===== src/css_pkg.sv =====
// shared types and constants for the cell stack statistics unit
// no dependencies
`timescale 1ns / 1ps
package css_pkg;
   localparam int MAX_LAYERS_DEF = 64;
   localparam int SUM_W = 38;
   localparam int SQ_W  = 54;
   localparam int CNT_W = 7;
   localparam int QUEUE_DEPTH = 2;

   localparam logic [2:0] OP_MAX   = 3'd0;
   localparam logic [2:0] OP_MIN   = 3'd1;
   localparam logic [2:0] OP_MEAN  = 3'd2;
   localparam logic [2:0] OP_STD   = 3'd3;
   localparam logic [2:0] OP_RANGE = 3'd4;

   localparam logic [0:0] REG_OP_MODE = 1'b0;
   localparam logic [0:0] REG_NODATA  = 1'b1;

   localparam logic [31:0] NODATA_RESET = 32'hD8F10000;
   localparam logic signed [31:0] POS_SAT = 32'sh7FFFFFFF;

   typedef struct packed {
      logic signed [31:0] sample;
      logic               last_layer;
   } req_type;

   typedef struct packed {
      logic signed [31:0] cell_value;
      logic               nodata_hit;
   } rsp_type;

   // finished cell handed from the front to the back
   typedef struct packed {
      logic signed [31:0]      max_v;
      logic signed [31:0]      min_v;
      logic signed [SUM_W-1:0] sum;
      logic [SQ_W-1:0]         sum_sq;
      logic [CNT_W-1:0]        count;
      logic                    nodata;
   } cell_type;
endpackage


===== src/css_queue.sv =====
// two-entry queue of finished cells between front and back
// depends on css_pkg
`timescale 1ns / 1ps
module css_queue (
   input  logic              clock,
   input  logic              reset,
   input  logic              in_valid,
   output logic              in_ready,
   input  css_pkg::cell_type in_data,
   output logic              out_valid,
   input  logic              out_ready,
   output css_pkg::cell_type out_data
);
   css_pkg::cell_type mem_ff [css_pkg::QUEUE_DEPTH];
   logic wp_ff, wp_in, rp_ff, rp_in;
   logic [1:0] cnt_ff, cnt_in;
   logic push, pop;

   assign in_ready = cnt_ff != 2'd2;
   assign out_valid = cnt_ff != 2'd0;
   assign out_data = mem_ff[rp_ff];
   assign push = in_valid && in_ready;
   assign pop = out_valid && out_ready;

   // pointers and fill count
   always_comb begin
      wp_in = push ? ~wp_ff : wp_ff;
      rp_in = pop ? ~rp_ff : rp_ff;
      cnt_in = cnt_ff + {1'b0, push} - {1'b0, pop};
   end

   always_ff @(posedge clock) begin
      if (reset) begin
         wp_ff <= 1'b0; rp_ff <= 1'b0; cnt_ff <= '0;
      end else begin
         wp_ff <= wp_in; rp_ff <= rp_in; cnt_ff <= cnt_in;
      end
      if (push) mem_ff[wp_ff] <= in_data;
   end
endmodule


===== config.mk =====
export PLATFORM = sky130hd
export DESIGN_NAME = css_queue
export DESIGN_NICKNAME = d
export VERILOG_FILES = /design/src/css_pkg.sv /design/src/css_queue.sv
export SDC_FILE = /design/constraint.sdc
export NUM_CORES = 1
export LEC_CHECK = 0
export BUFFER_PORTS_ARGS = -buffer_cell sky130_fd_sc_hd__buf_2
export CORE_MARGIN = 2
export CORE_UTILIZATION = 40
export DETAILED_ROUTE_END_ITERATION = 10
export GPL_ROUTABILITY_DRIVEN = 0
export SLEW_MARGIN = 30
export SYNTH_ARGS = -nofsm -noshare
export SYNTH_HDL_FRONTEND = slang
export SYNTH_SLANG_ARGS = --single-unit

===== constraint.sdc =====
create_clock -name clock -period 25.5 [get_ports clock]
set_input_delay 2.55 -clock clock [delete_from_list [all_inputs] [get_ports clock]]
set_output_delay 2.55 -clock clock [all_outputs]
set_load 0.1 [all_outputs]

# Yosys cells after proc, flatten, opt, wreduce, memory -nomap -nowiden
# Memories as Yosys holds them, arrays and structs flattened. A register that Yosys moved wholly into a read port is not among the register bits.
# Index checks and enable logic that the tools add are counted.
[classes]
n_eq_ne = 1
n_bitwise = 2
mux = 4
add_sub_neg = 2
n_reduce_logical = 3
[ops]
columns = ["operator", "n"]
rows = [
  ["$mux 1", 4],
  ["$add 2x1->2", 1],
  ["$logic_and 1x1->1", 2],
  ["$ne 2x2->1 const B", 1],
  ["$not 1->1", 2],
  ["$reduce_bool 2->1", 1],
  ["$sub 2x1->2", 1],
]
[totals]
ram_bits = 328
word_cells = 16
memories = 1
register_bits = 4
[memory_table]
columns = ["memory", "depth", "word_bits", "rd", "rd_ports_with_merged_regs", "wr", "line_no", "source"]
rows = [
  ["mem_ff", 2, 164, 1, 1, 1, "css_queue.sv:14", "css_pkg::cell_type mem_ff [css_pkg::QUEUE_DEPTH];"],
]

# Depth between registers and ports, before layout
[depth]
depth_word = 4
ltp_mapped = 8
mapped_depth_nobuf = 8

# Worst setup path after synthesis
# No wires, ideal clock.
[synth_timing]
kind = "input to register"
from = "input port in_valid"
to = "memory mem_ff[0][0] in the netlist's numbering, enable pin"
arrival_time_ns = 9.462
path_buffers = 0
path_slack_ns = 15.347
stages = 2
cell_sequence = "nand2_1 nor2_1"
[synth_between]
elab_chain_cells = 3
[synth_lines]
columns = ["item", "line_no", "source"]
rows = [
  ["start, declared", "css_queue.sv:7", "input logic in_valid,"],
  ["$logic_and 1x1->1", "css_queue.sv:22", "assign push = in_valid && in_ready;"],
  ["$mux 1", "css_queue.sv:38", "if (push) mem_ff[wp_ff] <= in_data;"],
  ["$mux 1 (implied by the code)", "css_queue.sv:38", ""],
  ["end, declared", "css_queue.sv:14", ""],
]
# No other way between the ends.

==> metrics.yaml <==
period_needed_ps: 4990
tightestPinTransition_ps: 930
first_global_vias: 6412
dieHeight_um: 178
worstHoldPathType: "reg2reg"
reg2reg_to: "mem_ff[0][5]"
r2r_slack_ps: 22880
dr_total_vias: 6197
drv_slew: 0
overflow: 0
area_growth_pct: 25.8
path_clk_slew_ps: 50
dieArea_mm2: 0.0318
whs_ps: 529
syn_area_per_cell_um2: 22.8
clock_skew_ps: 10.2
core_mm2: 0.0298
rsz0062_at_grt: "no"
worstSetupPathType: "reg2out"
hold_violations: 0
grt_pass1_wl_um: 34900
drt-total-wl_um: 23700
grtUsageTotal_pct: 14.3
clock_latency_ps: 500
end_kind: "output pin"
netlist_instances: 534
syn_area_mm2: 0.0122
cts.sinks: 333
postCtsSetupRepairBufs: 0
drive_gt1_share_pct: 60.2
design.portCount: 334
cts_resized: 0
required_ps: 22950
cts_buffers: 37
synth_fp_nets: 704
die_w_um: 178
cts_root_buf: "clkbuf_16"
ant_nets: 0
h-tree-depth: 2
rows: 63
start_kind: "register"
dr.pass1.iters: 4
rr_startpoint: "cnt_ff[0]"
dp.cells: 1245
yosysUniqueCellTypes: 16
grt_max_degree: 77
setup_ws_ps: 20510
antenna_found_initial: 5
relSlewSlack_pct: 38.0
drtIter0Drc: 348
clk_path_buf_depth: 3
instances_no_fill: 1318
ys_seq_area_share_pct: 81.8
hold_buffers: 0
yosysWarnings: 0
setup_viol: 0
wl_per_cell_um: 18.0
crit_end: "out_data[140]"
cp.arrival_ps: 2440
ys_ff_latch: 333
max_freq_ghz: 0.201
final_nets: 1064
drv_cap: 0
cts_tree: "built"
status: "finished clean"
finalCritPeriodShare_pct: 19.6
path_max_fanout: 76
setup_tns_ps: 0
via_per_inst: 4.70
dpl.hpwl_um: 15400
pre_cts_ws_ps: 20710
port_buffers: 333
initial_core_util_pct: 40.8
drc: 0
ff2ff_path_depth: 4
fill_cells: 2488
## cells by family after synthesis
logic type,after synthesis,share of synthesized area [%]
flip-flops,333,81.8
multiplexers,165,15.3
buffers and inverters,19,1.96
AND/OR/NAND/NOR,11,0.463
XOR/XNOR,3,0.216
adder cells (fa/ha/maj),2,0.206
AO/OA/AOI/OAI,1,0.0618
## worst max-delay path, stage by stage (launching register included)
cell and delay (ps):
dfxtp_4 490, buf_6 570, mux2_2 290, buf_2 430
## cell type report
cell class / count / area [um2] / share of cell area (%)
antenna: 6 / 15.0 / 0.0982
clock buffer: 51 / 1020 / 6.68
clock inverter: 16 / 100 / 0.655
inverter: 1 / 3.75 / 0.0245
multi-input combinational: 182 / 1990 / 13.0
sequential: 333 / 9950 / 65.1
tap: 390 / 488 / 3.19
timing repair buffer: 339 / 1730 / 11.3
## placed cells by master, fill, tap and decap left out, types with 2 or more instances in the layout
cell type  instances
buf_2            333
ha_1               2
nor2b_1            2
xnor2_1            2
clkbuf_1          12
mux2_2           165
edfxtp_1         328
clkinv_2           4
dfxtp_1            4
clkinv_1           9
buf_4              2
buf_6              4
clkbuf_16         39
nor2_1             4
diode_2            6
## worst min-delay path by stage
| stage | depth (start not counted) | startpoint | slack (ps) | end |
|---|---|---|---|---|
| floorplan | 2 | rp_ff | 480 | register |
| global placement | 2 | rp_ff | 490 | rp_ff |
| detailed placement | 2 | rp_ff | 500 | register |
| CTS | 2 | rp_ff | 530 | register |
| global route | 2 | rp_ff | 570 | register |
| finish | 2 | rp_ff | 530 | register |
## registers in the layout, summed over array words and instances (netlist names), named ones only
register / cells
cnt_ff: 2
mem_ff: 328
rp_ff: 1
wp_ff: 1
## synth_stat cells
| cell | count | share of area (%) |
|---|---|---|
| dfxtp_1 | 5 | 0.82 |
| edfxtp_1 | 328 | 81 |
| xor2_1 | 1 | 0.072 |
| o21a_1 | 1 | 0.062 |
| inv_1 | 1 | 0.031 |
| buf_6 | 5 | 0.46 |
| or2_2 | 1 | 0.051 |
| nor2b_1 | 2 | 0.10 |
| xnor2_1 | 2 | 0.14 |
| clkbuf_8 | 13 | 1.5 |
| nand2_1 | 1 | 0.031 |
| mux2_2 | 165 | 15 |
| nor2_1 | 5 | 0.15 |
| ha_1 | 2 | 0.21 |
| nand2b_2 | 1 | 0.072 |
| and3_1 | 1 | 0.051 |
## per-layer routing
| metal | vias to the layer above | GRT usage (%) | wire length, um |
|---|---|---|---|
| met1 | 3078 | 16.8 | 9290 |
| li1 | 2868 | - | - |
| met5 | - | 0 | 0 |
| met2 | 214 | 24.1 | 11800 |
| met4 | 0 | 5.05 | 545 |
| met3 | 37 | 5.31 | 2040 |
## through the flow
step                      utilization (%)  area, um2
after floorplan                         -      12200
after global placement               47.5      14100
after detailed placement             47.5      14100
after CTS                            51.3      15300
after global routing                 51.3      15300
final                                51.3      15300
Power is left out: the tool's default activity adds up to more than one toggle a clock period on the data nets, which glitch-free logic cannot reach.
