## src/css_pkg.sv

```systemverilog
// shared types and constants for the cell stack statistics unit
// no dependencies
`timescale 1ns / 1ps
package css_pkg;
   localparam int MAX_LAYERS_DEF = 64;
   localparam int SUM_W = 38;
   localparam int SQ_W  = 54;
   localparam int CNT_W = 7;
   localparam int QUEUE_DEPTH = 2;

   localparam logic [2:0] OP_MAX   = 3'd0;
   localparam logic [2:0] OP_MIN   = 3'd1;
   localparam logic [2:0] OP_MEAN  = 3'd2;
   localparam logic [2:0] OP_STD   = 3'd3;
   localparam logic [2:0] OP_RANGE = 3'd4;

   localparam logic [0:0] REG_OP_MODE = 1'b0;
   localparam logic [0:0] REG_NODATA  = 1'b1;

   localparam logic [31:0] NODATA_RESET = 32'hD8F10000;
   localparam logic signed [31:0] POS_SAT = 32'sh7FFFFFFF;

   typedef struct packed {
      logic signed [31:0] sample;
      logic               last_layer;
   } req_type;

   typedef struct packed {
      logic signed [31:0] cell_value;
      logic               nodata_hit;
   } rsp_type;

   // finished cell handed from the front to the back
   typedef struct packed {
      logic signed [31:0]      max_v;
      logic signed [31:0]      min_v;
      logic signed [SUM_W-1:0] sum;
      logic [SQ_W-1:0]         sum_sq;
      logic [CNT_W-1:0]        count;
      logic                    nodata;
   } cell_type;
endpackage

```

## src/css_back.sv

```systemverilog
// back end: divides, takes the square root and picks the statistic
// depends on css_pkg
`timescale 1ns / 1ps
module css_back (
   input  logic              clock,
   input  logic              reset,
   input  logic              cell_valid,
   output logic              cell_ready,
   input  css_pkg::cell_type cell_data,
   input  logic [2:0]        op_mode,
   input  logic [31:0]       nodata_value,
   output logic              rsp_valid,
   input  logic              rsp_ready,
   output css_pkg::rsp_type  rsp_data
);
   localparam logic [2:0] ST_IDLE = 3'd0;
   localparam logic [2:0] ST_DIV  = 3'd1;
   localparam logic [2:0] ST_M2   = 3'd2;
   localparam logic [2:0] ST_SQRT = 3'd3;
   localparam logic [2:0] ST_FIN  = 3'd4;
   localparam logic [2:0] ST_OUT  = 3'd5;

   localparam int QW = css_pkg::SQ_W;   // shared divider width

   logic [2:0] state_ff, state_in;
   css_pkg::cell_type c_ff, c_in;
   logic [5:0] step_ff, step_in;
   // two restoring dividers: quotients in q1/q2, remainders in r1/r2
   logic [QW-1:0] q1_ff, q1_in, q2_ff, q2_in;
   logic [css_pkg::CNT_W-1:0] r1_ff, r1_in, r2_ff, r2_in;
   logic [css_pkg::CNT_W-1:0] n;
   logic [css_pkg::CNT_W:0] t1, t2;
   logic [63:0] m2_ff, m2_in;
   // square root: 35-bit result of a 70-bit value, one bit per cycle
   logic [69:0] rem_ff, rem_in, v_ff, v_in;
   logic [34:0] root_ff, root_in;
   logic [71:0] trial;
   logic signed [31:0] res_ff, res_in;
   logic hit_ff, hit_in;
   logic [37:0] sabs, mean_abs;
   logic signed [37:0] mean;
   logic signed [32:0] range;

   assign n = (c_ff.count == '0) ? css_pkg::CNT_W'(1) : c_ff.count;
   assign cell_ready = (state_ff == ST_IDLE);
   assign rsp_valid = (state_ff == ST_OUT);
   assign rsp_data.cell_value = res_ff;
   assign rsp_data.nodata_hit = hit_ff;
   assign sabs = c_ff.sum[37] ? 38'(-c_ff.sum) : 38'(c_ff.sum);
   assign mean_abs = 38'(q1_ff);
   assign mean = c_ff.sum[37] ? -$signed(mean_abs) : $signed(mean_abs);
   assign range = 33'(c_ff.max_v) - 33'(c_ff.min_v);
   assign t1 = {r1_ff, q1_ff[QW-1]} ;
   assign t2 = {r2_ff, q2_ff[QW-1]};
   assign trial = {rem_ff, v_ff[69:68]} - {35'd0, root_ff, 2'b01};

   always_comb begin
      state_in = state_ff; c_in = c_ff; step_in = step_ff;
      q1_in = q1_ff; r1_in = r1_ff; q2_in = q2_ff; r2_in = r2_ff;
      m2_in = m2_ff; rem_in = rem_ff; v_in = v_ff; root_in = root_ff;
      res_in = res_ff; hit_in = hit_ff;
      unique case (state_ff)
         ST_IDLE: begin
            if (cell_valid) begin
               c_in = cell_data;
               state_in = ST_DIV;
               step_in = '0;
               q1_in = '0; r1_in = '0; q2_in = '0; r2_in = '0;
            end
         end
         ST_DIV: begin
            // two restoring dividers in lockstep, one quotient bit per cycle
            if (step_ff == '0) begin
               q1_in = QW'(sabs);
               q2_in = c_ff.sum_sq;
               step_in = 6'd1;
            end else begin
               if (t1 >= {1'b0, n}) begin
                  r1_in = css_pkg::CNT_W'(t1 - {1'b0, n});
                  q1_in = {q1_ff[QW-2:0], 1'b1};
               end else begin
                  r1_in = css_pkg::CNT_W'(t1);
                  q1_in = {q1_ff[QW-2:0], 1'b0};
               end
               if (t2 >= {1'b0, n}) begin
                  r2_in = css_pkg::CNT_W'(t2 - {1'b0, n});
                  q2_in = {q2_ff[QW-2:0], 1'b1};
               end else begin
                  r2_in = css_pkg::CNT_W'(t2);
                  q2_in = {q2_ff[QW-2:0], 1'b0};
               end
               if (step_ff == 6'(QW)) state_in = ST_M2;
               else step_in = step_ff + 1'b1;
            end
         end
         ST_M2: begin
            // mean squared, saturated when the mean exceeds 32 bits; variance and root setup follow in ST_SQRT
            m2_in = (64'(mean_abs[31:0]) * 64'(mean_abs[31:0])) >> 16;
            if (mean_abs[37:32] != '0) m2_in = '1;
            state_in = ST_SQRT;
            step_in = '0;
         end
         ST_SQRT: begin
            if (step_ff == '0) begin
               v_in = (64'(q2_ff) > m2_ff) ? {6'd0, 64'(q2_ff) - m2_ff} << 16 : '0;
               rem_in = '0; root_in = '0;
               step_in = 6'd1;
            end else begin
               if (!trial[71]) begin
                  rem_in = trial[69:0];
                  root_in = {root_ff[33:0], 1'b1};
               end else begin
                  rem_in = {rem_ff[67:0], v_ff[69:68]};
                  root_in = {root_ff[33:0], 1'b0};
               end
               v_in = {v_ff[67:0], 2'b00};
               if (step_ff == 6'd35) state_in = ST_FIN;
               else step_in = step_ff + 1'b1;
            end
         end
         ST_FIN: begin
            hit_in = c_ff.nodata;
            unique case (op_mode)
               css_pkg::OP_MAX:  res_in = c_ff.max_v;
               css_pkg::OP_MIN:  res_in = c_ff.min_v;
               css_pkg::OP_MEAN: res_in = 32'(mean);
               css_pkg::OP_STD:
                  res_in = (root_ff[34:31] != '0) ? css_pkg::POS_SAT : 32'(root_ff);
               css_pkg::OP_RANGE:
                  res_in = range[32] ? 32'(range) :
                           (range[31] ? css_pkg::POS_SAT : 32'(range));
               default: res_in = nodata_value;
            endcase
            if (c_ff.nodata) res_in = nodata_value;
            state_in = ST_OUT;
         end
         ST_OUT: if (rsp_ready) state_in = ST_IDLE;
         default: state_in = ST_IDLE;
      endcase
   end

   always_ff @(posedge clock) begin
      if (reset) state_ff <= ST_IDLE;
      else state_ff <= state_in;
      c_ff <= c_in; step_ff <= step_in;
      q1_ff <= q1_in; r1_ff <= r1_in; q2_ff <= q2_in; r2_ff <= r2_in;
      m2_ff <= m2_in; rem_ff <= rem_in; v_ff <= v_in; root_ff <= root_in;
      res_ff <= res_in; hit_ff <= hit_in;
   end
endmodule

```

## config.mk

```make
export PLATFORM = sky130hd
export DESIGN_NAME = css_back
export DESIGN_NICKNAME = d
export VERILOG_FILES = /design/src/css_pkg.sv /design/src/css_back.sv
export SDC_FILE = /design/constraint.sdc
export NUM_CORES = 2
export LEC_CHECK = 0
export ABC_AREA = 1
export BUFFER_PORTS_ARGS = -buffer_cell sky130_fd_sc_hd__buf_2
export CORE_MARGIN = 1.5
export CORE_UTILIZATION = 65
export DETAILED_ROUTE_END_ITERATION = 7
export MAX_ROUTING_LAYER = met4
export PLACE_DENSITY_LB_ADDON = 0.05
export SLEW_MARGIN = 20
export SYNTH_ARGS = -nofsm -noshare
export SYNTH_HDL_FRONTEND = slang
export SYNTH_SLANG_ARGS = --single-unit
```

## constraint.sdc

```tcl
create_clock -name clock -period 17.85 [get_ports clock]
set_input_delay 0.8925 -clock clock [delete_from_list [all_inputs] [get_ports clock]]
set_output_delay 0.8925 -clock clock [all_outputs]
set_load 0.005 [all_outputs]
```

== Yosys cells after proc, flatten, opt, wreduce, memory -nomap -nowiden ==
Cells that the tools add are included.

* Register bits after elaboration: 567
* Output and inout port bits: 35

* $add $sub $neg: 8
* Multiply operators: 1
* Order comparisons: 3
* Equality and inequality tests: 19
* Mux-type cells: 40
* Reductions and logical operators: 13

{| class="wikitable"
|+ Operators by type and width
! cell !! count
|-
| case mux 54 bit (2 select lines) || 2
|-
| two-way mux 70 bit || 3
|-
| two-way mux 54 bit || 3
|-
| case mux 32 bit (5 select lines) || 1
|-
| two-way mux 32 bit || 4
|-
| subtractor 72 x 37 -> 72 bit || 1
|-
| > comparator 54 x 64 -> 1 bit || 1
|-
| multiplier 32 x 32 -> 64 bit || 1
|-
| two-way mux 64 bit || 1
|-
| subtractor 54 bit || 1
|-
| two-way mux 7 bit || 6
|-
| two-way mux 38 bit || 1
|-
| negator 38 bit || 1
|-
| subtractor 32 x 32 -> 33 bit || 1
|-
| negator 32 bit || 1
|-
| two-way mux 31 bit || 1
|-
| two-way mux 6 bit || 5
|-
| case mux 7 bit (2 select lines) || 2
|-
| case mux 6 bit (4 select lines) || 1
|-
| two-way mux 3 bit || 6
|-
| case mux 3 bit (6 select lines) || 1
|-
| >= comparator 8 x 7 -> 1 bit || 2
|-
| subtractor 7 bit || 2
|-
| equality test 3 x 2 -> 1 bit, second input constant || 4
|-
| other kinds (18) || 32
|}

== Logic depth before layout (Yosys ltp) ==
* Depth in word-level cells: 6
* Depth in mapped cells: 34
* Depth with buffers taken out: 31

== Worst setup path after synthesis ==
No wires, ideal clock.

* Path kind: register to register
* Start: register state_ff[0]
* End: register step_ff[2] (data pin)
* Setup time: 0.232 ns
* Arrival time: 13.843 ns
* Setup slack: 3.775 ns
* Stages on the path, launching flop included: 5
* Buffers on the path: 0
* Period minus slack after synthesis: 14.075 ns
* Cells stage by stage: dfxtp_1 inv_1 nor3_1 o21ai_0 nor3_1

* Cells in the longest elaborated chain, start to end: 2

{| class="wikitable"
|+ RTL lines
! item !! line !! RTL
|-
| start: declaration || css_back.sv:25 || <nowiki>logic [2:0] state_ff, state_in;</nowiki>
|-
| start signal: assignment || css_back.sv:144 || <nowiki>else state_ff <= state_in;</nowiki>
|-
| equality test 3 x 2 -> 1 bit (tied with other cells) || css_back.sv:62 || <nowiki>unique case (state_ff)</nowiki>
|-
| case mux 6 bit (4 select lines) * || css_back.sv:62 ||
|-
| end signal: assignment || css_back.sv:145 || <nowiki>c_ff <= c_in; step_ff <= step_in;</nowiki>
|-
| end: declaration || css_back.sv:27 || <nowiki>logic [5:0] step_ff, step_in;</nowiki>
|}

Mark *: on every way between the ends. The rest lies on a longest branch, timed or not.
A chain may end at the register's enable or synchronous reset.

== Worst setup path after layout ==
* Start: register q1_ff[4]
* End: register m2_ff[19] (data pin)

* Cells in the longest elaborated chain, start to end: 1

{| class="wikitable"
|+ RTL lines
! item !! line !! RTL
|-
| start: declaration || css_back.sv:29 || <nowiki>logic [QW-1:0] q1_ff, q1_in, q2_ff, q2_in;</nowiki>
|-
| start signal: assignment || css_back.sv:146 || <nowiki>q1_ff <= q1_in; r1_ff <= r1_in; q2_ff <= q2_in; r2_ff <= r2_in;</nowiki>
|-
| multiplier 32 x 32 -> 64 bit || css_back.sv:98 || <nowiki>m2_in = (64'(mean_abs[31:0]) * 64'(mean_abs[31:0])) >> 16;</nowiki>
|-
| end signal: assignment || css_back.sv:147 || <nowiki>m2_ff <= m2_in; rem_ff <= rem_in; v_ff <= v_in; root_ff <= root_in;</nowiki>
|-
| end: declaration || css_back.sv:33 || <nowiki>logic [63:0] m2_ff, m2_in;</nowiki>
|}

Every way passes these cells.

==> flow_summary.json <==
{
  "criticalPathCategory": "reg2reg",
  "end_kind": "register",
  "totalWireLength_um": 212300,
  "drc": 0,
  "vias": 57450,
  "gp_congestion": 1.064,
  "cp_max_fo": 20,
  "whs_ps": 385.2,
  "synth-main-ff-cell": "edfxtp_1",
  "syn_area_um2": 66300,
  "die_w_um": 322.4,
  "grt_pass1_vias": 59580,
  "ys_seq_area_share_pct": 24.23,
  "synth.ff_latch_count": 536,
  "synth_cell_type_count": 62,
  "post-dp-hpwl_um": 171200,
  "maxCapViolations": 0,
  "via_per_inst": 5.737,
  "area_delta_synth_final_pct": 6.867,
  "synth_top_area_share_pct": 24.14,
  "nNetsFinal": 10030,
  "worst_slew_pin_slew_ps": 1125,
  "synth-edff-count": 533,
  "synth_area_leaders": "edfxtp_1 (24%), fa_1 (24%), nand2_1 (12%), inv_1 (12%), ha_1 (8.3%)",
  "tritoncts.num_buffers": 61,
  "drtAntennaViolNets": 0,
  "cp_num_buf_inv": 7,
  "rows": 116,
  "clk_latency_ps": 690,
  "overflow": 0,
  "grt_setup_unrepaired": "false",
  "cts_tree": "done",
  "htreeDepth": 2,
  "stdcell_count": 10010,
  "die_area_um2": 103900,
  "tns_ps": 0,
  "clock_skew_ps": 29.18,
  "crit_path_start_kind": "register",
  "postCtsSetupBuffers": 0,
  "postCtsHoldBufs": 0,
  "slew_viol_final": 0,
  "yosysWarnings": 0,
  "max-slew-margin-rel_pct": 25.03,
  "cts_max_path_buffers": 3,
  "final_area_um2": 70850,
  "finalSetupViolCount": 0,
  "hold_path_class": "in2reg",
  "track_usage_pct": 42.77,
  "clock-sinks": 536,
  "clk_pin_slew_worst_paths_ps": 70,
  "final_common_cell": "nand2_1",
  "hold_viol_final": 0,
  "start_util_pct": 65.92,
  "syn_inst": 8467,
  "timing.final.crit_share_pct": 45.45,
  "die_h_um": 322.4,
  "grt_max_degree": 165,
  "arrival_ps": 8540,
  "cts_resized": 0,
  "fmax_mhz": 123.3,
  "async_reset_ff_share_pct": 0,
  "synth_area_per_cell_um2": 7.831,
  "final_cell_mix": "nand2_1 (2082), inv_1 (2050), fa_1 (796)",
  "status": "finished clean",
  "dpl_cell_area_um2": 68700,
  "cp.required_ps": 18270,
  "period_needed_ps": 8112,
  "drive_above_1_share_pct": 6.052,
  "crit_path_max_incr_delay_ps": 970,
  "antenna_found_initial": 15,
  "cts-root-buf": "clkbuf_16",
  "cp_top_family": "adder cells",
  "drt_first_iter_violations": 5606,
  "core_um2": 100600,
  "dp.cells": 9884,
  "first_pass_iters": 8,
  "wl_per_cell_um": 21.20,
  "yosysTopAreaCell": "edfxtp_1",
  "io_pins": 238,
  "crit_top_cell": "fa_1",
  "port_buffers": 237,
  "synth_fp_nets": 9908,
  "crit_path_top_delay_cell": "edfxtp_1",
  "grt_pass1_wl_um": 327700
}
## final timing paths
check	start	endpoint	slack, ps	depth (start not counted)
min reg2reg	c_ff[13]	q2_ff[5]	510	2
min	cell_data[20]	c_ff[20]	390	1
max	q1_ff[4]	m2_ff[19]	9740	29
max reg2reg	q1_ff[4]	m2_ff[19]	9740	29
## layout make-up
type	instances	area, um2
sequential	536	16070
clock inverter	45	498.0
timing repair buffer	300	1684
inverter	2057	7724
antenna	15	37.54
clock buffer	69	1599
multi-input combinational	5635	41550
tap	1357	1698
fill	8020	29730
## cells by family after synthesis
kind of cell,count (synthesis),synth area share (%)
XOR/XNOR,163,2.153
AND/OR/NAND/NOR,3347,20.48
flip-flops,536,24.23
buffers and inverters,2296,13.23
AO/OA/AOI/OAI,887,7.530
adder cells (fa/ha/maj),1238,32.38
## stage by stage
| step | util [%] | setup slack, ps |
|---|---|---|
| 6_report | 70.44 | 9738 |
| 4_1_cts | 70.39 | 9803 |
| 5_1_grt | 70.44 | 9317 |
| 3_3_place_gp | 68.30 | 9985 |
| 3_5_place_dp | 68.30 | 9822 |
| 2_1_floorplan | - | 3775 |
## registers in the layout, indices dropped and copies added (netlist names)
name	cells
hit_ff	1
r2_ff	7
r1_ff	7
q1_ff	54
v_ff	54
rem_ff	70
step_ff	6
m2_ff	49
state_ff	3
q2_ff	54
root_ff	35
c_ff	164
res_ff	32
## Yosys cell counts, types with 20 or more instances
cell / number
a21oi_1: 370
a21oi_2: 20
a31oi_1: 22
buf_1: 39
clkbuf_1: 172
edfxtp_1: 533
fa_1: 796
ha_1: 442
inv_1: 2051
nand2_1: 2082
nand2_2: 32
nand3_1: 284
nand3b_1: 38
nand4_1: 69
nor2_1: 715
nor3_1: 70
o21ai_0: 299
o21ai_1: 28
o21bai_1: 42
xnor2_1: 69
xor2_1: 94
## per-layer routing
| metal | share of wire [%] | GRT usage, % | vias to the layer above |
|---|---|---|---|
| met5 | 0 | - | - |
| met4 | 7.4 | 26.95 | 0 |
| met3 | 9.2 | 7.917 | 836 |
| met2 | 47 | 68.34 | 3076 |
| met1 | 37 | 49.99 | 27400 |
| li1 | - | - | 26140 |
Power is left out: the tool's default activity adds up to more than one toggle a clock period on the data nets, which glitch-free logic cannot reach.
