==> src/css_pkg.sv <==
// shared types and constants for the cell stack statistics unit
// no dependencies
`timescale 1ns / 1ps
package css_pkg;
   localparam int MAX_LAYERS_DEF = 64;
   localparam int SUM_W = 38;
   localparam int SQ_W  = 54;
   localparam int CNT_W = 7;
   localparam int QUEUE_DEPTH = 2;

   localparam logic [2:0] OP_MAX   = 3'd0;
   localparam logic [2:0] OP_MIN   = 3'd1;
   localparam logic [2:0] OP_MEAN  = 3'd2;
   localparam logic [2:0] OP_STD   = 3'd3;
   localparam logic [2:0] OP_RANGE = 3'd4;

   localparam logic [0:0] REG_OP_MODE = 1'b0;
   localparam logic [0:0] REG_NODATA  = 1'b1;

   localparam logic [31:0] NODATA_RESET = 32'hD8F10000;
   localparam logic signed [31:0] POS_SAT = 32'sh7FFFFFFF;

   typedef struct packed {
      logic signed [31:0] sample;
      logic               last_layer;
   } req_type;

   typedef struct packed {
      logic signed [31:0] cell_value;
      logic               nodata_hit;
   } rsp_type;

   // finished cell handed from the front to the back
   typedef struct packed {
      logic signed [31:0]      max_v;
      logic signed [31:0]      min_v;
      logic signed [SUM_W-1:0] sum;
      logic [SQ_W-1:0]         sum_sq;
      logic [CNT_W-1:0]        count;
      logic                    nodata;
   } cell_type;
endpackage

==> src/css_front.sv <==
// front end: accumulates the samples of one cell and emits a cell record
// depends on css_pkg
`timescale 1ns / 1ps
module css_front #(
   parameter int MAX_LAYERS = css_pkg::MAX_LAYERS_DEF
) (
   input  logic              clock,
   input  logic              reset,
   input  logic              req_valid,
   output logic              req_ready,
   input  css_pkg::req_type  req_data,
   input  logic [31:0]       nodata_value,
   output logic              cell_valid,
   input  logic              cell_ready,
   output css_pkg::cell_type cell_data
);
   // state: 0 accumulate, 1 square, 2 hand off
   localparam logic [1:0] ST_ACC = 2'd0;
   localparam logic [1:0] ST_SQ  = 2'd1;
   localparam logic [1:0] ST_OUT = 2'd2;

   logic [1:0]  state_ff, state_in;
   logic signed [31:0] max_ff, max_in, min_ff, min_in;
   logic signed [css_pkg::SUM_W-1:0] sum_ff, sum_in;
   logic [css_pkg::SQ_W-1:0] sq_ff, sq_in;
   logic [css_pkg::CNT_W-1:0] cnt_ff, cnt_in;
   logic nd_ff, nd_in;
   logic [31:0] abs_ff, abs_in;
   logic take_ff, take_in;
   logic last_ff, last_in;
   logic [63:0] prod;
   logic signed [31:0] s;
   logic in_ok;

   assign s = req_data.sample;
   assign req_ready = (state_ff == ST_ACC);
   assign cell_valid = (state_ff == ST_OUT);
   assign in_ok = 32'(cnt_ff) < MAX_LAYERS;
   assign prod = 64'(abs_ff) * 64'(abs_ff);

   always_comb begin
      cell_data.max_v = max_ff;
      cell_data.min_v = min_ff;
      cell_data.sum = sum_ff;
      cell_data.sum_sq = sq_ff;
      cell_data.count = cnt_ff;
      cell_data.nodata = nd_ff;
   end

   // accumulate in ST_ACC, square in ST_SQ, hand off the cell in ST_OUT
   always_comb begin
      state_in = state_ff;
      max_in = max_ff; min_in = min_ff; sum_in = sum_ff; sq_in = sq_ff;
      cnt_in = cnt_ff; nd_in = nd_ff; abs_in = abs_ff; take_in = take_ff;
      last_in = last_ff;
      unique case (state_ff)
         ST_ACC: begin
            if (req_valid) begin
               if (req_data.sample == nodata_value) nd_in = 1'b1;
               take_in = in_ok;
               last_in = req_data.last_layer;
               abs_in = s[31] ? 32'(-s) : 32'(s);
               if (in_ok) begin
                  if (cnt_ff == '0 || s > max_ff) max_in = s;
                  if (cnt_ff == '0 || s < min_ff) min_in = s;
                  sum_in = sum_ff + css_pkg::SUM_W'(s);
                  cnt_in = cnt_ff + 1'b1;
               end
               state_in = ST_SQ;
            end
         end
         ST_SQ: begin
            if (take_ff) sq_in = sq_ff + css_pkg::SQ_W'(prod >> 16);
            state_in = last_ff ? ST_OUT : ST_ACC;
         end
         ST_OUT: begin
            if (cell_ready) begin
               state_in = ST_ACC;
               max_in = '0; min_in = '0; sum_in = '0; sq_in = '0;
               cnt_in = '0; nd_in = 1'b0;
            end
         end
         default: state_in = ST_ACC;
      endcase
   end

   always_ff @(posedge clock) begin
      if (reset) begin
         state_ff <= ST_ACC;
         max_ff <= '0; min_ff <= '0; sum_ff <= '0; sq_ff <= '0;
         cnt_ff <= '0; nd_ff <= 1'b0;
      end else begin
         state_ff <= state_in;
         max_ff <= max_in; min_ff <= min_in; sum_ff <= sum_in; sq_ff <= sq_in;
         cnt_ff <= cnt_in; nd_ff <= nd_in;
      end
      abs_ff <= abs_in;
      take_ff <= take_in;
      last_ff <= last_in;
   end
endmodule

==> config.mk <==
export PLATFORM = sky130hd
export DESIGN_NAME = css_front
export DESIGN_NICKNAME = d
export VERILOG_FILES = /design/src/css_pkg.sv /design/src/css_front.sv
export SDC_FILE = /design/constraint.sdc
export NUM_CORES = 2
export LEC_CHECK = 0
export BUFFER_PORTS_ARGS = -buffer_cell sky130_fd_sc_hd__buf_2
export CAP_MARGIN = 30
export CORE_MARGIN = 2
export CORE_UTILIZATION = 55
export DETAILED_ROUTE_END_ITERATION = 7
export PLACE_DENSITY = 0.78
export SYNTH_ARGS = -nofsm -noshare
export SYNTH_HDL_FRONTEND = slang
export SYNTH_SLANG_ARGS = --single-unit
==> constraint.sdc <==
create_clock -name clock -period 20.5 [get_ports clock]
set_input_delay 1.025 -clock clock [delete_from_list [all_inputs] [get_ports clock]]
set_output_delay 1.025 -clock clock [all_outputs]
set_load 0.005 [all_outputs]
# After elaboration in Yosys (flattened, before gate mapping)
# Index checks and enable logic that the tools add are counted.
# totals
reg_bits,200
in_bits,69
output_inout_bits,166
word_cells,71
# classes
add_sub_neg,4
multipliers,1
n_lt_le_gt_ge,3
eq_ne,10
n_mux,29
reduce_logical,13
# ops
op,n
32-bit 2-to-1 mux,7
32-bit case mux with 2 select lines,2
38-bit 2-to-1 mux,3
54-bit 2-to-1 mux,2
54-bit case mux with 2 select lines,1
38-bit case mux with 2 select lines,1
32-bit by 32-bit multiplier with 64-bit output,1
54-bit by 48-bit adder with 54-bit output,1
38-bit by 32-bit adder with 38-bit output,1
32-bit equality test,1
32-bit greater-than comparator,1
32-bit less-than comparator,1
32-bit negation,1
31-bit 2-to-1 mux,1
7-bit 2-to-1 mux,3
7-bit case mux with 2 select lines,1
"2-bit by 1-bit inequality test with 1-bit output, second input constant",5
5-bit AND reduction,2
4-bit AND reduction,2
"7-bit by 1-bit adder with 7-bit output, second input constant",1
7-bit logical NOT,1
"7-bit less-than comparator, second input constant",1
2-bit 2-to-1 mux,3
2-bit case mux with 3 select lines,1
10 further kinds,16

# Logic depth before layout (Yosys ltp)
# logic_depth
depth_word,6
depth_mapped,41
ltp_nobuf,38

# Worst setup path after synthesis
# No wires, ideal clock.
# synth_timing
path_kind,flip-flop to flip-flop
from,register abs_ff[4]
to,register sq_ff[48] in the netlist's numbering
t_arrival_ns,9.623
setup_slack_ns,10.806
stages_incl_launch_ff,37
synth_period_minus_slack_ns,9.694
cell_sequence,edfxtp_1 > clkbuf_1 > clkbuf_1 > nand2_1 > fa_1 > inv_1 > fa_1 > inv_1 > fa_1 > fa_1 > inv_1 > fa_1 > inv_1 > fa_1 > inv_1 > fa_1 > fa_1 > ha_1 > a21o_1 > a211oi_1 > o21ai_0 > a221oi_1 > o21ba_2 > o21ai_0 > xor2_1 > ha_1 > clkbuf_1 > o21ai_0 > o21a_1 > o31ai_1 > o21a_1 > a21oi_1 > o41ai_2 > a21oi_1 > o21a_1 > or3_1 > a21oi_1
# synth_between
elab_chain_cells,4
# synth_lines
item,line,text
"start, declared",css_front.sv:28,"logic [31:0] abs_ff, abs_in;"
"start signal, assigned",css_front.sv:97,abs_ff <= abs_in;
32-bit by 32-bit multiplier with 64-bit output,css_front.sv:39,assign prod = 64'(abs_ff) * 64'(abs_ff);
54-bit by 48-bit adder with 54-bit output,css_front.sv:73,if (take_ff) sq_in = sq_ff + css_pkg::SQ_W'(prod >> 16);
54-bit 2-to-1 mux,css_front.sv:73,
54-bit case mux with 2 select lines,css_front.sv:56,unique case (state_ff)
"end signal, assigned",css_front.sv:94,max_ff <= max_in; min_ff <= min_in; sum_ff <= sum_in; sq_ff <= sq_in;
"end, declared",css_front.sv:25,"logic [css_pkg::SQ_W-1:0] sq_ff, sq_in;"
# No other way between the ends. The select of a mux whose other input is x is not followed.
# A chain may end at the register's enable or synchronous reset.

# Worst setup path in the final report
# layout_timing
from,register abs_ff[8]
to,register sq_ff[53] in the netlist's numbering
# Same word-level chain as after synthesis.

==> flow_results.xml <==
<?xml version="1.0" encoding="UTF-8"?>
<metrics>
  <group name="routing">
    <metric name="detailedRoute.firstIterationViolations" unit="">2851</metric>
    <metric name="routed_wl" unit="um">119000</metric>
    <metric name="wl_per_cell" unit="um">20.2</metric>
    <metric name="drt_pass1_iterations" unit="">5</metric>
    <metric name="remaining_drc_errors" unit="">0</metric>
    <metric name="detailroute.via_count" unit="">33500</metric>
    <metric name="drtAntennaViolNets" unit="">0</metric>
    <metric name="routed_via_density" unit="">5.69</metric>
  </group>
  <group name="grt">
    <metric name="antenna_violations_before_repair" unit="">3</metric>
    <metric name="pin_count_of_the_biggest_net_entering_global_routing" unit="">53</metric>
    <metric name="first_pass_grt_wire_length" unit="um">191000</metric>
    <metric name="vias_in_the_first_global_route" unit="">35400</metric>
    <metric name="grt.overflow.total" unit="">0</metric>
    <metric name="grt_util_all_layers" unit="">0.311</metric>
  </group>
  <group name="timing">
    <metric name="setup_tns" unit="ns">0</metric>
    <metric name="finalSetupViolCount" unit="">0</metric>
    <metric name="min_period" unit="ns">11.09</metric>
    <metric name="maxSlewHeadroom" unit="">0.377</metric>
    <metric name="timing_max_transition_violations_final" unit="">0</metric>
    <metric name="worst_pin_slew" unit="ns">0.931</metric>
    <metric name="final_worst_path_cycle_share" unit="">0.541</metric>
    <metric name="fin_worst_skew" unit="ns">0.0169</metric>
    <metric name="achievable-frequency" unit="MHz">90.2</metric>
    <metric name="finalHoldViolCount" unit="">0</metric>
    <metric name="rsz_0062_raised_after_global_routing" unit="">false</metric>
  </group>
  <group name="worst_setup_path">
    <metric name="critical-path-top-cell-by-count" unit="">sky130_fd_sc_hd__fa_1</metric>
    <metric name="crit_fanout" unit="">12</metric>
    <metric name="critPathArrivalTime" unit="ns">11.47</metric>
    <metric name="worstSetupStartpointType" unit="">flop</metric>
    <metric name="crit_required" unit="ns">20.88</metric>
    <metric name="cpMaxStageDelayCell" unit="">sky130_fd_sc_hd__edfxtp_1</metric>
    <metric name="regToRegSetupSlack" unit="ns">9.41</metric>
    <metric name="end_kind" unit="">flop</metric>
    <metric name="worst_r2r_path_depth" unit="">35</metric>
    <metric name="critical_path.reg2reg.startpoint" unit="">abs_ff[8]</metric>
    <metric name="timing_worst_setup_path_type" unit="">flop to flop</metric>
    <metric name="r2r-end" unit="">sq_ff[53]</metric>
    <metric name="crit_path_max_incr_delay" unit="ns">0.80</metric>
  </group>
  <group name="clock_network">
    <metric name="numClockSinks" unit="">200</metric>
    <metric name="cts_max_level" unit="">4</metric>
    <metric name="cts_repair_resize_count" unit="">0</metric>
    <metric name="tritoncts" unit="">done</metric>
    <metric name="cts_buffer_count" unit="">17</metric>
    <metric name="clock_latency" unit="ns">0.46</metric>
    <metric name="root_buffer" unit="">sky130_fd_sc_hd__clkbuf_16</metric>
    <metric name="post-cts-setup-buffers" unit="">0</metric>
    <metric name="clock_path_buffers" unit="">2</metric>
    <metric name="holdBufCountCts" unit="">0</metric>
    <metric name="worst_setup_hold_path_clk_slew" unit="ns">0.08</metric>
  </group>
  <group name="placed_design">
    <metric name="dp_hpwl" unit="um">93500</metric>
    <metric name="port_buffers" unit="">234</metric>
    <metric name="place.gp.congestion" unit="">0.947</metric>
  </group>
  <group name="synth">
    <metric name="synth_ff_type" unit="">sky130_fd_sc_hd__dfxtp_1</metric>
    <metric name="synth_cell_types" unit="">78</metric>
    <metric name="synth_cells" unit="">4743</metric>
    <metric name="ys_top_cells_by_area" unit="">sky130_fd_sc_hd__fa_1 (38%), sky130_fd_sc_hd__ha_1 (13%), sky130_fd_sc_hd__inv_1 (9.6%), sky130_fd_sc_hd__dfxtp_1 (7.8%), sky130_fd_sc_hd__nand2_1 (3.5%)</metric>
    <metric name="avg_cell_area_syn" unit="um2">8.97</metric>
    <metric name="synth_sequential_area_ratio" unit="">0.102</metric>
    <metric name="synth-async-reset-ratio" unit="">0</metric>
    <metric name="post-synth-top-count-cell" unit="">sky130_fd_sc_hd__inv_1</metric>
    <metric name="synth.top_cell.area_share" unit="">0.376</metric>
    <metric name="synth.top_cells.by_count" unit="">sky130_fd_sc_hd__inv_1 (1,090), sky130_fd_sc_hd__fa_1 (798), sky130_fd_sc_hd__ha_1 (439), sky130_fd_sc_hd__nand2_1 (401), sky130_fd_sc_hd__a21oi_1 (227)</metric>
    <metric name="synth-edff-count" unit="">34</metric>
    <metric name="ys_seq_elements" unit="">200</metric>
    <metric name="synth.largest_area_cell" unit="">sky130_fd_sc_hd__fa_1</metric>
    <metric name="yosysWarnings" unit="">0</metric>
    <metric name="post_synth_instance_area" unit="um2">42500</metric>
    <metric name="synth.net_count" unit="">6049</metric>
  </group>
  <group name="die">
    <metric name="dieHeight" unit="um">282</metric>
    <metric name="io-pin-count" unit="">235</metric>
    <metric name="die-width" unit="um">282</metric>
    <metric name="floorplan.rows" unit="">101</metric>
    <metric name="effective_utilization_at_floorplan" unit="">0.558</metric>
    <metric name="design.die.area" unit="um2">79600</metric>
    <metric name="total_core_area" unit="um2">76200</metric>
  </group>
  <group name="min_path">
    <metric name="number_of_cells_on_the_worst_hold_path" unit="">2</metric>
    <metric name="hold_path_end" unit="">sum_ff[2]</metric>
    <metric name="hold_path.class" unit="">flop to flop</metric>
    <metric name="worst_hold_start" unit="">sum_ff[2]</metric>
  </group>
  <group name="cells_and_area">
    <metric name="area.growth.synth_to_final" unit="%">6.39</metric>
    <metric name="final_net_count" unit="">6157</metric>
    <metric name="fillerInstances" unit="">6499</metric>
    <metric name="share_of_cells_above_drive_strength_1" unit="">0.0726</metric>
    <metric name="antenna_cells" unit="">0</metric>
  </group>
  <group name="status">
    <metric name="run_status" unit="">finished, final reports clean</metric>
  </group>
  <group name="job">
    <metric name="timing.max_cap.violations" unit="">0</metric>
  </group>
</metrics>
[layer usage]
| layer | track usage | share of wire | up-vias |
|---|---|---|---|
| met2 | 0.521 | 0.48 | 1554 |
| met3 | 0.0534 | 0.084 | 374 |
| li1 | - | - | 15100 |
| met1 | 0.391 | 0.38 | 16500 |
| met5 | 0 | 0.00024 | - |
| met4 | 0.148 | 0.055 | 4 |
[cells by family after synthesis]
group,synth area share
buffers and inverters,0.114
adders and majority gates,0.505
and+or+nand+nor,0.125
AOI/OAI and AO/OA,0.110
xor gates and xnor gates,0.0428
DFF,0.102
muxes,0.00191
[through the flow]
step	hold WS (ns)	setup WS (ns)	std cells	util	area (um2)
global placement	0.462	9.87	5860	0.586	44600
global route	0.506	8.79	5894	0.594	45300
floorplan	0.438	10.81	4743	-	42500
CTS	0.481	9.54	5894	0.594	45300
finish	0.480	9.41	5894	0.594	45300
detailed placement	0.470	9.62	5862	0.586	44700
[cells in the final DEF, fill, tap and decap left out, types with 7 or more instances in the layout]
master and n:
sky130_fd_sc_hd__nand4_1 50, sky130_fd_sc_hd__inv_1 1090, sky130_fd_sc_hd__o21a_1 17, sky130_fd_sc_hd__nand2b_1 14, sky130_fd_sc_hd__nor4_1 9, sky130_fd_sc_hd__or3_1 15, sky130_fd_sc_hd__o21ai_0 109, sky130_fd_sc_hd__dfxtp_1 166
sky130_fd_sc_hd__a31oi_1 17, sky130_fd_sc_hd__o21bai_1 30, sky130_fd_sc_hd__clkbuf_16 17, sky130_fd_sc_hd__a21oi_1 225, sky130_fd_sc_hd__and4_1 10, sky130_fd_sc_hd__and2_1 218, sky130_fd_sc_hd__mux2i_1 7, sky130_fd_sc_hd__a31o_2 8
sky130_fd_sc_hd__ha_1 439, sky130_fd_sc_hd__or4_1 8, sky130_fd_sc_hd__nand2_1 401, sky130_fd_sc_hd__fa_1 798, sky130_fd_sc_hd__xor2_1 64, sky130_fd_sc_hd__buf_4 50, sky130_fd_sc_hd__o31ai_1 17, sky130_fd_sc_hd__a22o_1 35
sky130_fd_sc_hd__o41ai_1 7, sky130_fd_sc_hd__a22oi_1 42, sky130_fd_sc_hd__nor3_1 29, sky130_fd_sc_hd__and3_1 14, sky130_fd_sc_hd__xnor2_1 144, sky130_fd_sc_hd__nor2_1 173, sky130_fd_sc_hd__a211oi_1 17, sky130_fd_sc_hd__or2_2 9
sky130_fd_sc_hd__buf_2 233, sky130_fd_sc_hd__nand3_1 102, sky130_fd_sc_hd__a21o_1 108, sky130_fd_sc_hd__edfxtp_1 34, sky130_fd_sc_hd__o211ai_1 12, sky130_fd_sc_hd__nor2b_1 23
[registers in the layout, summed over array words and instances, names as in the netlist]
signal,cells
sq_ff,54
sum_ff,38
abs_ff,32
max_ff,32
min_ff,32
cnt_ff,7
state_ff,2
last_ff,1
nd_ff,1
take_ff,1
[final cells by class]
class | instances | area [um2] | area share
Timing Repair Buffer | 285 | 1580 | 0.0350
Clock buffer | 21 | 460 | 0.0102
Tap cell | 1030 | 1290 | 0.0285
Multi-Input combinational cell | 3256 | 33400 | 0.737
Sequential cell | 200 | 4340 | 0.0960
Clock inverter | 11 | 113 | 0.00249
Inverter | 1091 | 4100 | 0.0905
[worst max-delay path: cells and delay by family (launching register included)]
| family | cells | cell delay (ns) |
|---|---|---|
| buffers and inverters | 5 | 0.54 |
| flip-flops | 1 | 0.80 |
| XOR/XNOR | 1 | 0.20 |
| AO/OA/AOI/OAI | 17 | 4.70 |
| adder cells (fa/ha/maj) | 10 | 4.26 |
| AND/OR/NAND/NOR | 2 | 0.49 |
[worst max-delay path by stage]
stage,startpoint,endpoint,cells after the start
after floorplan,abs_ff[4],sq_ff[48],36
after CTS,abs_ff[9],sq_ff[53],36
final,abs_ff[8],sq_ff[53],35
after global placement,abs_ff[9],sq_ff[53],36
after detailed placement,abs_ff[9],sq_ff[53],36
after global routing,abs_ff[9],sq_ff[53],36
Power is left out: the tool's default activity adds up to more than one toggle a clock period on the data nets, which glitch-free logic cannot reach.
